### src/sv/positional_integer_list_core_macros.svh
// Assertion macros used by the positional integer list controller.
`ifndef POSITIONAL_INTEGER_LIST_CORE_MACROS_SVH
`define POSITIONAL_INTEGER_LIST_CORE_MACROS_SVH

// same-cycle implication, disabled in reset
`define PIL_ASSERT_NOW(label, clk, rst_n, ante, cons, msg) \
    label: assert property (@(posedge clk) disable iff (!rst_n) (ante) |-> (cons)) \
        else $error(msg);

// next-cycle implication, disabled in reset
`define PIL_ASSERT_NEXT(label, clk, rst_n, ante, cons, msg) \
    label: assert property (@(posedge clk) disable iff (!rst_n) (ante) |=> (cons)) \
        else $error(msg);

`endif

### src/sv/pil_pkg.sv
// Types and codes for the positional integer list.
package pil_pkg;

    localparam logic [1:0] OP_APPEND = 2'd0;
    localparam logic [1:0] OP_INSERT = 2'd1;
    localparam logic [1:0] OP_REMOVE = 2'd2;
    localparam logic [1:0] OP_READ   = 2'd3;

    localparam logic [1:0] ST_OK    = 2'd0;
    localparam logic [1:0] ST_RANGE = 2'd1;
    localparam logic [1:0] ST_FULL  = 2'd2;

    typedef struct packed {
        logic [1:0]         opcode;
        logic [3:0]         position;
        logic signed [31:0] new_value;
    } pil_req_t;

    typedef struct packed {
        logic signed [31:0] read_value;
        logic [1:0]         status;
        logic [4:0]         length_after;
    } pil_rsp_t;

    typedef struct packed {
        logic       append;
        logic       insert;
        logic       remove;
        logic [3:0] position;
    } pil_cmd_t;

endpackage

### src/sv/positional_integer_list_core.sv
// Top level of the positional integer list: controller and a row of entry cells.
//
//  channel   | handshake     | payload
//  ----------+---------------+---------------------------------------------
//  request   | start / busy  | opcode, position, new_value
//  result    | done          | read_value, status, length_after
//
//  The cells shift in parallel at the transfer edge of each request.
//  The result is shown in the cycle after the transfer, on done, for one cycle.
//  busy stays low, so a new request may follow in every cycle.
//  Reset clears the length; entry contents are undefined until written.
//  The receiver cannot stall the result.
module positional_integer_list_core #(
    parameter int CAPACITY = 16
) (
    input  logic              clk,
    input  logic              rst_n,
    input  logic              start,
    output logic              busy,
    input  pil_pkg::pil_req_t request,
    output logic              done,
    output pil_pkg::pil_rsp_t result
);
    import pil_pkg::*;

    localparam int CNT_W = $clog2(CAPACITY + 1);
    localparam int ADDR_N = 16;

    logic               accept;
    pil_cmd_t           cmd;
    logic [CNT_W-1:0]   count;
    logic signed [31:0] cell_data [CAPACITY];
    logic signed [31:0] rd_arr [ADDR_N];
    logic signed [31:0] rd_value;

    assign busy   = 1'b0;
    assign accept = start && !busy;

    genvar gi;
    generate
        for (gi = 0; gi < CAPACITY; gi++)
        begin : g_cell
            logic signed [31:0] left_in;
            logic signed [31:0] right_in;
            if (gi == 0)
            begin : g_first
                assign left_in = '0;
            end
            else
            begin : g_inner_l
                assign left_in = cell_data[gi-1];
            end
            if (gi == CAPACITY - 1)
            begin : g_last
                assign right_in = cell_data[gi];
            end
            else
            begin : g_inner_r
                assign right_in = cell_data[gi+1];
            end
            pil_cell #(
                .INDEX (gi),
                .CNT_W (CNT_W)
            ) u_cell (
                .clk        (clk),
                .cmd        (cmd),
                .count      (count),
                .new_value  (request.new_value),
                .left_data  (left_in),
                .right_data (right_in),
                .data       (cell_data[gi])
            );
        end
        for (gi = 0; gi < ADDR_N; gi++)
        begin : g_rd
            if (gi < CAPACITY)
            begin : g_live
                assign rd_arr[gi] = cell_data[gi];
            end
            else
            begin : g_none
                assign rd_arr[gi] = '0;
            end
        end
    endgenerate

    assign rd_value = rd_arr[request.position];

    pil_ctrl #(
        .CAPACITY (CAPACITY),
        .CNT_W    (CNT_W)
    ) u_ctrl (
        .clk      (clk),
        .rst_n    (rst_n),
        .accept   (accept),
        .req      (request),
        .rd_value (rd_value),
        .cmd      (cmd),
        .count    (count),
        .done     (done),
        .rsp      (result)
    );

endmodule

### src/sv/pil_cell.sv
// One list cell: holds one entry and shifts toward either neighbor.
module pil_cell #(
    parameter int INDEX = 0,
    parameter int CNT_W = 5
) (
    input  logic                clk,
    input  pil_pkg::pil_cmd_t   cmd,
    input  logic [CNT_W-1:0]    count,
    input  logic signed [31:0]  new_value,
    input  logic signed [31:0]  left_data,
    input  logic signed [31:0]  right_data,
    output logic signed [31:0]  data
);
    import pil_pkg::*;

    logic signed [31:0] data_reg;
    logic signed [31:0] data_next;
    logic               at_pos;
    logic               above_pos;
    logic               at_count;

    assign at_pos    = INDEX == int'(cmd.position);
    assign above_pos = INDEX > int'(cmd.position);
    assign at_count  = INDEX == int'(count);

    always_comb
    begin
        if (cmd.insert && at_pos)
        begin
            data_next = new_value;
        end
        else if (cmd.insert && above_pos)
        begin
            data_next = left_data;
        end
        else if (cmd.remove && (at_pos || above_pos))
        begin
            data_next = right_data;
        end
        else if (cmd.append && at_count)
        begin
            data_next = new_value;
        end
        else
        begin
            data_next = data_reg;
        end
    end

    always_ff @(posedge clk)
    begin
        data_reg <= data_next;
    end

    assign data = data_reg;

endmodule

### src/sv/pil_ctrl.sv
// List controller: length count, request checks, cell commands and result register.
module pil_ctrl #(
    parameter int CAPACITY = 16,
    parameter int CNT_W    = 5
) (
    input  logic               clk,
    input  logic               rst_n,
    input  logic               accept,
    input  pil_pkg::pil_req_t  req,
    input  logic signed [31:0] rd_value,
    output pil_pkg::pil_cmd_t  cmd,
    output logic [CNT_W-1:0]   count,
    output logic               done,
    output pil_pkg::pil_rsp_t  rsp
);
    import pil_pkg::*;

    localparam int CMP_W = CNT_W + 4;

    logic [CNT_W-1:0]   count_reg;
    logic [CNT_W-1:0]   count_next;
    logic               done_reg;
    logic               done_next;
    pil_rsp_t           rsp_reg;
    pil_rsp_t           rsp_next;
    logic [CNT_W-1:0]   count_op;
    logic [1:0]         status;
    logic signed [31:0] value;
    logic               pos_ge;
    logic               full;
    logic               do_append;
    logic               do_insert;
    logic               do_remove;
    logic [CNT_W+4:0]   len_ext;

    assign pos_ge = CMP_W'(req.position) >= CMP_W'(count_reg);
    assign full   = count_reg == CNT_W'(CAPACITY);

    always_comb
    begin
        status    = ST_OK;
        value     = '0;
        count_op  = count_reg;
        do_append = 1'b0;
        do_insert = 1'b0;
        do_remove = 1'b0;
        case (req.opcode)
            OP_APPEND:
            begin
                if (full)
                begin
                    status = ST_FULL;
                end
                else
                begin
                    do_append = 1'b1;
                    count_op  = count_reg + 1'b1;
                end
            end
            OP_INSERT:
            begin
                if (pos_ge)
                begin
                    status = ST_RANGE;
                end
                else if (full)
                begin
                    status = ST_FULL;
                end
                else
                begin
                    do_insert = 1'b1;
                    count_op  = count_reg + 1'b1;
                end
            end
            OP_REMOVE:
            begin
                if (pos_ge)
                begin
                    status = ST_RANGE;
                end
                else
                begin
                    do_remove = 1'b1;
                    value     = rd_value;
                    count_op  = count_reg - 1'b1;
                end
            end
            OP_READ:
            begin
                if (pos_ge)
                begin
                    status = ST_RANGE;
                end
                else
                begin
                    value = rd_value;
                end
            end
            default:
            begin
                status = ST_OK;
            end
        endcase
    end

    assign cmd.append   = accept && do_append;
    assign cmd.insert   = accept && do_insert;
    assign cmd.remove   = accept && do_remove;
    assign cmd.position = req.position;

    assign count_next = accept ? count_op : count_reg;
    assign done_next  = accept;
    assign len_ext    = (CNT_W + 5)'(count_op);

    always_comb
    begin
        rsp_next = rsp_reg;
        if (accept)
        begin
            rsp_next.read_value   = value;
            rsp_next.status       = status;
            rsp_next.length_after = len_ext[4:0];
        end
    end

    always_ff @(posedge clk or negedge rst_n)
    begin
        if (!rst_n)
        begin
            count_reg <= '0;
            done_reg  <= 1'b0;
        end
        else
        begin
            count_reg <= count_next;
            done_reg  <= done_next;
        end
    end

    always_ff @(posedge clk)
    begin
        rsp_reg <= rsp_next;
    end

    assign count = count_reg;
    assign done  = done_reg;
    assign rsp   = rsp_reg;

`include "positional_integer_list_core_macros.svh"

    `PIL_ASSERT_NEXT(a_done_follows, clk, rst_n, accept, done_reg, "no result after transfer")
    `PIL_ASSERT_NOW(a_count_cap, clk, rst_n, 1'b1, count_reg <= CNT_W'(CAPACITY), "count over capacity")
    `PIL_ASSERT_NOW(a_full_count, clk, rst_n, done_reg && rsp_reg.status == ST_FULL, count_reg == CNT_W'(CAPACITY), "full reported below capacity")
    `PIL_ASSERT_NOW(a_err_zero, clk, rst_n, done_reg && rsp_reg.status != ST_OK, rsp_reg.read_value == 32'sd0, "error result carries data")

endmodule

### config.mk
export PLATFORM = sky130hd
export DESIGN_NAME = positional_integer_list_core
export DESIGN_NICKNAME = d
export VERILOG_FILES = /design/src/sv/pil_pkg.sv /design/src/sv/positional_integer_list_core.sv /design/src/sv/pil_cell.sv /design/src/sv/pil_ctrl.sv
export VERILOG_INCLUDE_DIRS = /design/src /design/src/sv
export SDC_FILE = /design/constraint.sdc
export NUM_CORES = 1
export LEC_CHECK = 0
export ABC_AREA = 1
export BUFFER_PORTS_ARGS = -buffer_cell sky130_fd_sc_hd__buf_2
export CELL_PAD_IN_SITES_DETAIL_PLACEMENT = 0
export CELL_PAD_IN_SITES_GLOBAL_PLACEMENT = 1
export CORE_MARGIN = 2
export CORE_UTILIZATION = 27
export DETAILED_ROUTE_END_ITERATION = 8
export MAX_ROUTING_LAYER = met4
export PLACE_DENSITY_LB_ADDON = 0.3
export SLEW_MARGIN = 20
export SYNTH_ARGS = -nofsm -noshare
export SYNTH_HDL_FRONTEND = slang
export SYNTH_SLANG_ARGS = --single-unit
### constraint.sdc
create_clock -name clk -period 3.7 [get_ports clk]
set_input_delay 0.185 -clock clk [delete_from_list [all_inputs] [get_ports clk]]
set_output_delay 0.185 -clock clk [all_outputs]
set_load 0.005 [all_outputs]
Word-level counts from Yosys, hierarchy flattened:

Index checks and enable logic that the tools add are counted.

* register bits: 557
* word-level logic and storage cells: 260

* $add $sub $neg: 2
* magnitude comparators: 17
* eq/ne operators: 35
* muxes and demuxes: 80
* bitwise gates (word level): 2
* reductions and logical operators: 103

Operator list (number)
* 32-bit two-way mux: 65
* 32-bit binary-select mux with 4-bit select: 1
* 1-bit logical AND: 66
* 4-bit nonzero test: 14
* 5-bit equality test, first input constant: 8
* 4-bit equality test, first input constant: 8
* 4-bit greater-than comparator, first input constant: 8
* 4-bit by 5-bit equality test with 1-bit output, first input constant: 4
* 3-bit by 4-bit equality test with 1-bit output, first input constant: 4
* 3-bit by 4-bit greater-than comparator with 1-bit output, first input constant: 4
* 1-bit logical OR: 15
* 5-bit two-way mux: 3
* 5-bit case mux with 3 select lines: 1
* 3-bit by 5-bit equality test with 1-bit output, first input constant: 2
* 2-bit by 4-bit equality test with 1-bit output, first input constant: 2
* 2-bit by 4-bit greater-than comparator with 1-bit output, first input constant: 2
* 1-bit two-way mux: 7
* 2-bit case mux with 3 select lines: 1
* 3-bit nonzero test: 2
* 5-bit by 1-bit adder with 5-bit output, second input constant: 1
* 2-bit by 5-bit equality test with 1-bit output, first input constant: 1
* 5-bit equality test, second input constant: 1
* 4-bit by 5-bit greater-or-equal comparator with 1-bit output: 1
* 5-bit greater-or-equal comparator, second input constant: 1
* 14 further kinds: 17

Depth between registers and ports, before layout:

* word-level depth: 9
* gate-level depth with buffers: 16

Modules after synthesis:

A second synthesis with hierarchy kept.

* cell total of the unflattened synthesis: 7143
* area, all modules: 45857.7 µm²

Modules (own cells, without submodules)
* positional_integer_list_core: instances 1, cells an instance 1551, area an instance 6621.4 µm², sequential area each 0.0 µm²
* pil_cell at g_cell[5].u_cell: instances 1, cells an instance 396, area an instance 2670.1 µm², sequential area each 960.9 µm²
* pil_cell at g_cell[10].u_cell: instances 1, cells an instance 422, area an instance 2623.8 µm², sequential area each 960.9 µm²
* pil_cell at g_cell[2].u_cell: instances 1, cells an instance 421, area an instance 2605.0 µm², sequential area each 960.9 µm²
* pil_cell at g_cell[14].u_cell: instances 1, cells an instance 379, area an instance 2428.6 µm², sequential area each 960.9 µm²
* pil_cell at g_cell[1].u_cell: instances 1, cells an instance 333, area an instance 2396.0 µm², sequential area each 960.9 µm²
* pil_cell at g_cell[6].u_cell: instances 1, cells an instance 360, area an instance 2371.0 µm², sequential area each 960.9 µm²
* pil_cell at g_cell[11].u_cell: instances 1, cells an instance 377, area an instance 2363.5 µm², sequential area each 960.9 µm²
* pil_cell at g_cell[13].u_cell: instances 1, cells an instance 331, area an instance 2334.7 µm², sequential area each 960.9 µm²
* pil_ctrl: instances 1, cells an instance 245, area an instance 2334.7 µm², sequential area each 1321.3 µm²
* pil_cell at g_cell[3].u_cell: instances 1, cells an instance 294, area an instance 2329.7 µm², sequential area each 960.9 µm²
* pil_cell at g_cell[4].u_cell: instances 1, cells an instance 325, area an instance 2321.0 µm², sequential area each 960.9 µm²
* pil_cell at g_cell[7].u_cell: instances 1, cells an instance 351, area an instance 2278.4 µm², sequential area each 960.9 µm²
* pil_cell at g_cell[8].u_cell: instances 1, cells an instance 320, area an instance 2257.2 µm², sequential area each 960.9 µm²
* +4 rows

Least setup slack after synthesis:

OpenSTA, ideal clock, no wires.

* kind: reg-to-reg
* start point: reg u_ctrl.count_reg[3], in the netlist u_ctrl.count[3]
* end point: reg g_cell[1].u_cell.data_reg[0], enable pin
* data arrival time: 2.886 ns
* required time: 3.139 ns
* setup slack: 0.253 ns
* cell stages (with the launch flop): 14
* buffers on the path: 2
* cells stage by stage: dfrtp_1 buf_2 inv_1 ha_1 inv_1 nor2_1 nand3_1 nand3_2 inv_2 nand2_4 inv_2 nand2_1 clkbuf_1 nand3_1

* cells in the longest elaborated chain, start to end: 7
* elaborated cells on any way between the ends: 17
* those cells by class: order compare: 1; eq/ne: 2; mux: 6; reduce/logical: 8

Ends and longest elaborated chain
* start, declared: line pil_ctrl.sv:20 `logic [CNT_W-1:0] count_reg;`
* start signal, assigned: line pil_ctrl.sv:136 `count_reg <= count_next;`
* branches (longest 6 deep; another with 4-bit by 5-bit greater-or-equal comparator with 1-bit output)
* 4-bit nonzero test (no line) (*)
* end signal, assigned: line pil_cell.sv:52 `data_reg <= data_next;`
* end, declared: line pil_cell.sv:16 `logic signed [31:0] data_reg;`

Mark *: on every way between the ends.
A chain may end at the register's enable or synchronous reset.

Final worst setup path:

* start point: reg u_ctrl.count_reg[0], in the netlist u_ctrl.count[0]
* end point: reg g_cell[8].u_cell.data_reg[4], enable pin

* cells in the longest elaborated chain, start to end: 7
* elaborated cells on any way between the ends: 17
* those cells by class: order compare: 1; eq/ne: 2; mux: 6; reduce/logical: 8

Ends and longest elaborated chain (line)
* branches (longest 6 deep; another with 4-bit by 5-bit greater-or-equal comparator with 1-bit output)
* 4-bit nonzero test (no line) (*)
* end signal, assigned: pil_cell.sv:52
* end, declared: pil_cell.sv:16

Marked as above.

==> metrics.txt <==
# TYPE chip_impl_metric gauge
chip_impl_info{name="result_of_the_run",value="finished clean"} 1
chip_impl_metric{name="grt_overflow",unit=""} 0
chip_impl_metric{name="largest_net_degree_at_the_start_of_global_routing",unit=""} 65
chip_impl_metric{name="worst_r2r_path_depth",unit=""} 10
chip_impl_metric{name="globalRouteMet2Util",unit=""} 0.287
chip_impl_metric{name="final.setup.tns",unit="ns"} 0
chip_impl_metric{name="synth-edff-count",unit=""} 551
chip_impl_metric{name="grt_antenna_before_repair",unit=""} 4
chip_impl_metric{name="gp_routability_congestion",unit=""} 0.871
chip_impl_metric{name="cts.repair.resized",unit=""} 0
chip_impl_metric{name="totalWireLength",unit="µm"} 125000
chip_impl_metric{name="fp.dieArea",unit="µm²"} 126000
chip_impl_metric{name="drive_gt1_frac",unit=""} 0.0840
chip_impl_metric{name="post_synth.cell_area_avg",unit="µm²"} 7.61
chip_impl_metric{name="clk-insertion-delay-late",unit="ns"} 0.63
chip_impl_metric{name="grtUsageMet3",unit=""} 0.0289
chip_impl_metric{name="reg2reg_slack",unit="ns"} 0.41
chip_impl_metric{name="syn-num-nets",unit=""} 4435
chip_impl_metric{name="nFillCells",unit=""} 13103
chip_impl_metric{name="ys_ff_latch",unit=""} 557
chip_impl_metric{name="power_leakage",unit="nW"} 16.5
chip_impl_metric{name="wire_length_of_the_first_global_routing_pass",unit="µm"} 188000
chip_impl_metric{name="dr.pass1.iters",unit=""} 5
chip_impl_metric{name="avgRoutedWirePerCell",unit="µm"} 20.7
chip_impl_metric{name="finalHoldViolCount",unit=""} 0
chip_impl_metric{name="numCtsBuffers",unit=""} 70
chip_impl_metric{name="max-clock-path-buffers",unit=""} 3
chip_impl_metric{name="asyncSetResetFlopFracSynth",unit=""} 0.0108
chip_impl_metric{name="cp.buffers_inverters",unit=""} 3
chip_impl_info{name="crit_path_end",value="g_cell[8].u_cell.data[4]"} 1
chip_impl_metric{name="place_hpwl",unit="µm"} 95400
chip_impl_metric{name="post-route-min-period",unit="ns"} 3.29
chip_impl_metric{name="grt_pass1_vias",unit=""} 27386
chip_impl_metric{name="die_h",unit="µm"} 355
chip_impl_metric{name="cts.repair_timing.setup_buffer_count",unit=""} 0
chip_impl_metric{name="yosysUniqueCellTypes",unit=""} 35
chip_impl_info{name="cts_tree",value="done"} 1
chip_impl_metric{name="netlist_instances",unit=""} 4384
chip_impl_info{name="crit_chain",value="inv_1 -> ha_1 -> nand3_1 -> nand2_1 -> nor2_1 -> inv_1 -> nor3_1 -> nand3_1 -> nand3_2 -> buf_4"} 1
chip_impl_metric{name="power-per-cell-area",unit="nW/µm²"} 505
chip_impl_info{name="critical_path.endpoint_type",value="flip-flop"} 1
chip_impl_metric{name="maxClockFrequency",unit="MHz"} 304
chip_impl_metric{name="max-slew-margin-rel",unit=""} 0.316
chip_impl_metric{name="sequential_fraction_of_the_synthesis_area",unit=""} 0.501
chip_impl_info{name="ys_dominant_reg_cell",value="edfxtp_1"} 1
chip_impl_info{name="worst_path_max_delay_cell",value="dfrtp_1"} 1
chip_impl_metric{name="row_count",unit=""} 128
chip_impl_metric{name="clk_transition_reported_paths",unit="ns"} 0.06
chip_impl_metric{name="worstPathRequired",unit="ns"} 3.99
chip_impl_metric{name="cts.sinks",unit=""} 557
chip_impl_metric{name="fp.dieW",unit="µm"} 355
chip_impl_info{name="worstHoldStart",value="request[10]"} 1
chip_impl_info{name="post-synth-top-area-cell",value="edfxtp_1"} 1
chip_impl_info{name="launching_element_type_of_the_critical_path",value="flip-flop"} 1
chip_impl_metric{name="ir_worst_vdd",unit="mV"} 0.244
chip_impl_metric{name="timing.final.max_slew_violations",unit=""} 0
chip_impl_metric{name="dr.first_iter.drc_count",unit=""} 2987
chip_impl_metric{name="max_cap_violations",unit=""} 0
chip_impl_metric{name="fin_crit_sh",unit=""} 0.890
chip_impl_metric{name="cpPeakStageDelay",unit="ns"} 0.49
chip_impl_info{name="globalRoute.busiestLayer",value="met1"} 1
chip_impl_info{name="hp-class",value="in2reg"} 1
chip_impl_metric{name="total_routing_resource_utilization_after_global_routing",unit=""} 0.201
chip_impl_info{name="worstSetupPathType",value="reg2reg"} 1
chip_impl_metric{name="globalRouteMet1Util",unit=""} 0.296
chip_impl_metric{name="timing.clock.skew",unit="ns"} 0.0210
chip_impl_metric{name="cts_hold_buffers",unit=""} 7
chip_impl_metric{name="port_buffers",unit=""} 80
chip_impl_metric{name="final_setup_vio_count",unit=""} 0
chip_impl_info{name="critical_path.top_delay_family",value="simple AND/OR/NAND/NOR gates"} 1
chip_impl_metric{name="vias",unit=""} 29204
chip_impl_metric{name="ys.warnings.count",unit=""} 0
chip_impl_metric{name="arrival_time_reported_for_the_critical_path_endpoint",unit="ns"} 3.58
chip_impl_metric{name="top_level_ports",unit=""} 82
chip_impl_metric{name="postRouteAntennaNets",unit=""} 0
chip_impl_metric{name="largest_reg_flops",unit=""} 512
chip_impl_info{name="reg2reg_to",value="g_cell[8].u_cell.data[4]"} 1
chip_impl_metric{name="final_net_count",unit=""} 4416
chip_impl_metric{name="htreeDepth",unit=""} 3
chip_impl_metric{name="synth_top_cell_area_share",unit=""} 0.496
chip_impl_metric{name="core-area",unit="µm²"} 122000
chip_impl_info{name="reg2reg_from",value="u_ctrl.count[0]"} 1
chip_impl_metric{name="area_growth_syn_to_layout",unit="%"} 14.7
chip_impl_metric{name="share_of_the_core_filled_with_cells",unit=""} 0.313
chip_impl_metric{name="critical_path_cell_count",unit=""} 10
chip_impl_info{name="crit_path_launch",value="u_ctrl.count[0]"} 1
chip_impl_metric{name="worstMarginPinSlew",unit="ns"} 1.03
chip_impl_info{name="rsz0062_at_grt",value="no"} 1
chip_impl_metric{name="drcViolationCount",unit=""} 0
chip_impl_info{name="root_buffer",value="clkbuf_16"} 1
chip_impl_metric{name="worst-path-max-fanout",unit=""} 27
chip_impl_info{name="synth.area.top_cells",value="edfxtp_1, nand2_1, nand3_1"} 1
chip_impl_metric{name="viasPerCell",unit=""} 4.83
chip_impl_metric{name="initial_utilization",unit=""} 0.273
chip_impl_metric{name="netlist_area_before_placement",unit="µm²"} 33400
## routing by layer
metal / up-vias / part of all wire
li1: 14425 / -
met1: 13654 / 0.50
met2: 994 / 0.42
met3: 131 / 0.065
met4: 0 / 0.017
met5: - / 0
## Yosys cell counts, drive strengths merged, types with 4 or more instances
library cell and instances:
nor2 134, a31oi 8, a22oi 34, o221ai 16
nand4 10, dfrtp 6, o21a 4, ha 10
buf 111, nor3 10, o2111ai 9, inv 477
a21oi 45, nand2 1634, nand3 551, edfxtp 551
o22ai 47, nand3b 68, clkbuf 197, o21ai 456
## placed cells by master (no fill, tap or decap), types with 8 or more instances in the layout
cell       netlist  layout
a21oi_1         45      43
a22oi_1         34      34
a31oi_1          8       8
buf_12           0      19
buf_2           83      80
buf_4            4     111
clkbuf_1       197      15
clkbuf_16        0      72
clkinv_1         2      14
clkinv_2         0      17
edfxtp_1       551     551
ha_1            10      10
inv_1          463     461
inv_2           14      14
nand2_1       1632    1627
nand3_1        549     533
nand3_2          2      18
nand3b_1        68      68
nand4_1         10      10
nor2_1         129     119
nor2_4           1      12
o2111ai_1        9       9
o21ai_0        435     435
o21ai_1         21      20
o221ai_1        16      16
o22ai_1         47      47
## power breakdown
| group | internal [W] | switching [W] |
|---|---|---|
| Combinational | 0.00115 | 0.00302 |
| Sequential | 0.00794 | 0.000319 |
| Clock | 0.00398 | 0.00288 |
| Total | 0.0131 | 0.00622 |
## cell families after synthesis
group | Yosys count | synth area share
other | 1 | 0.000112
buffers and inverters | 787 | 0.0921
adders and majority gates | 10 | 0.00375
xor gates and xnor gates | 3 | 0.000788
DFF | 557 | 0.501
AOI/OAI and AO/OA | 619 | 0.101
and+or+nand+nor | 2407 | 0.302
## worst reg2reg max path, delay by kind of cell, from the launching register on
kind	cells	cell delay [ns]
adders and majority gates	1	0.27
buffers and inverters	3	0.67
DFF	1	0.49
and+or+nand+nor	6	1.50
## metrics by stage
stage | setup slack (ns) | cell area, µm² | hold WS, ns | instances | power (W)
finish | 0.406 | 38200 | 0.0359 | 6046 | 0.0193
global route | 0.190 | 38200 | 0.0378 | 6045 | 0.0202
CTS | 0.487 | 38200 | 0.00217 | 6044 | 0.0195
detailed placement | 0.502 | 36000 | 0.0274 | 5911 | 0.0125
global placement | 0.404 | 36000 | 0.0245 | 5911 | 0.0125
floorplan | 0.253 | 33400 | -0.111 | 4384 | 0.0109
## worst min path at each step
| stage | to | slack (ns) | depth (start not counted) |
|---|---|---|---|
| 2_1_floorplan | u_ctrl.count[0] | -0.11 | 0 |
| 3_3_place_gp | u_ctrl.count[2] | 0.02 | 1 |
| 3_5_place_dp | u_ctrl.count[2] | 0.03 | 1 |
| 4_1_cts | g_cell[8].u_cell.data[8] | 0.002 | 3 |
| 5_1_grt | g_cell[8].u_cell.data[17] | 0.04 | 3 |
| 6_report | g_cell[8].u_cell.data[10] | 0.04 | 3 |
## final cells by class
class | count | area [µm²] | share of cell area
Antenna cell | 2 | 5.00 | 0.000131
Clock buffer | 87 | 1860 | 0.0486
Clock inverter | 39 | 355 | 0.00929
Inverter | 479 | 1800 | 0.0471
Multi-Input combinational cell | 3040 | 13800 | 0.361
Sequential cell | 557 | 16700 | 0.437
Tap cell | 1625 | 2030 | 0.0532
Timing Repair Buffer | 217 | 1680 | 0.0440
Note: power is estimated with default switching activity, not from simulation.
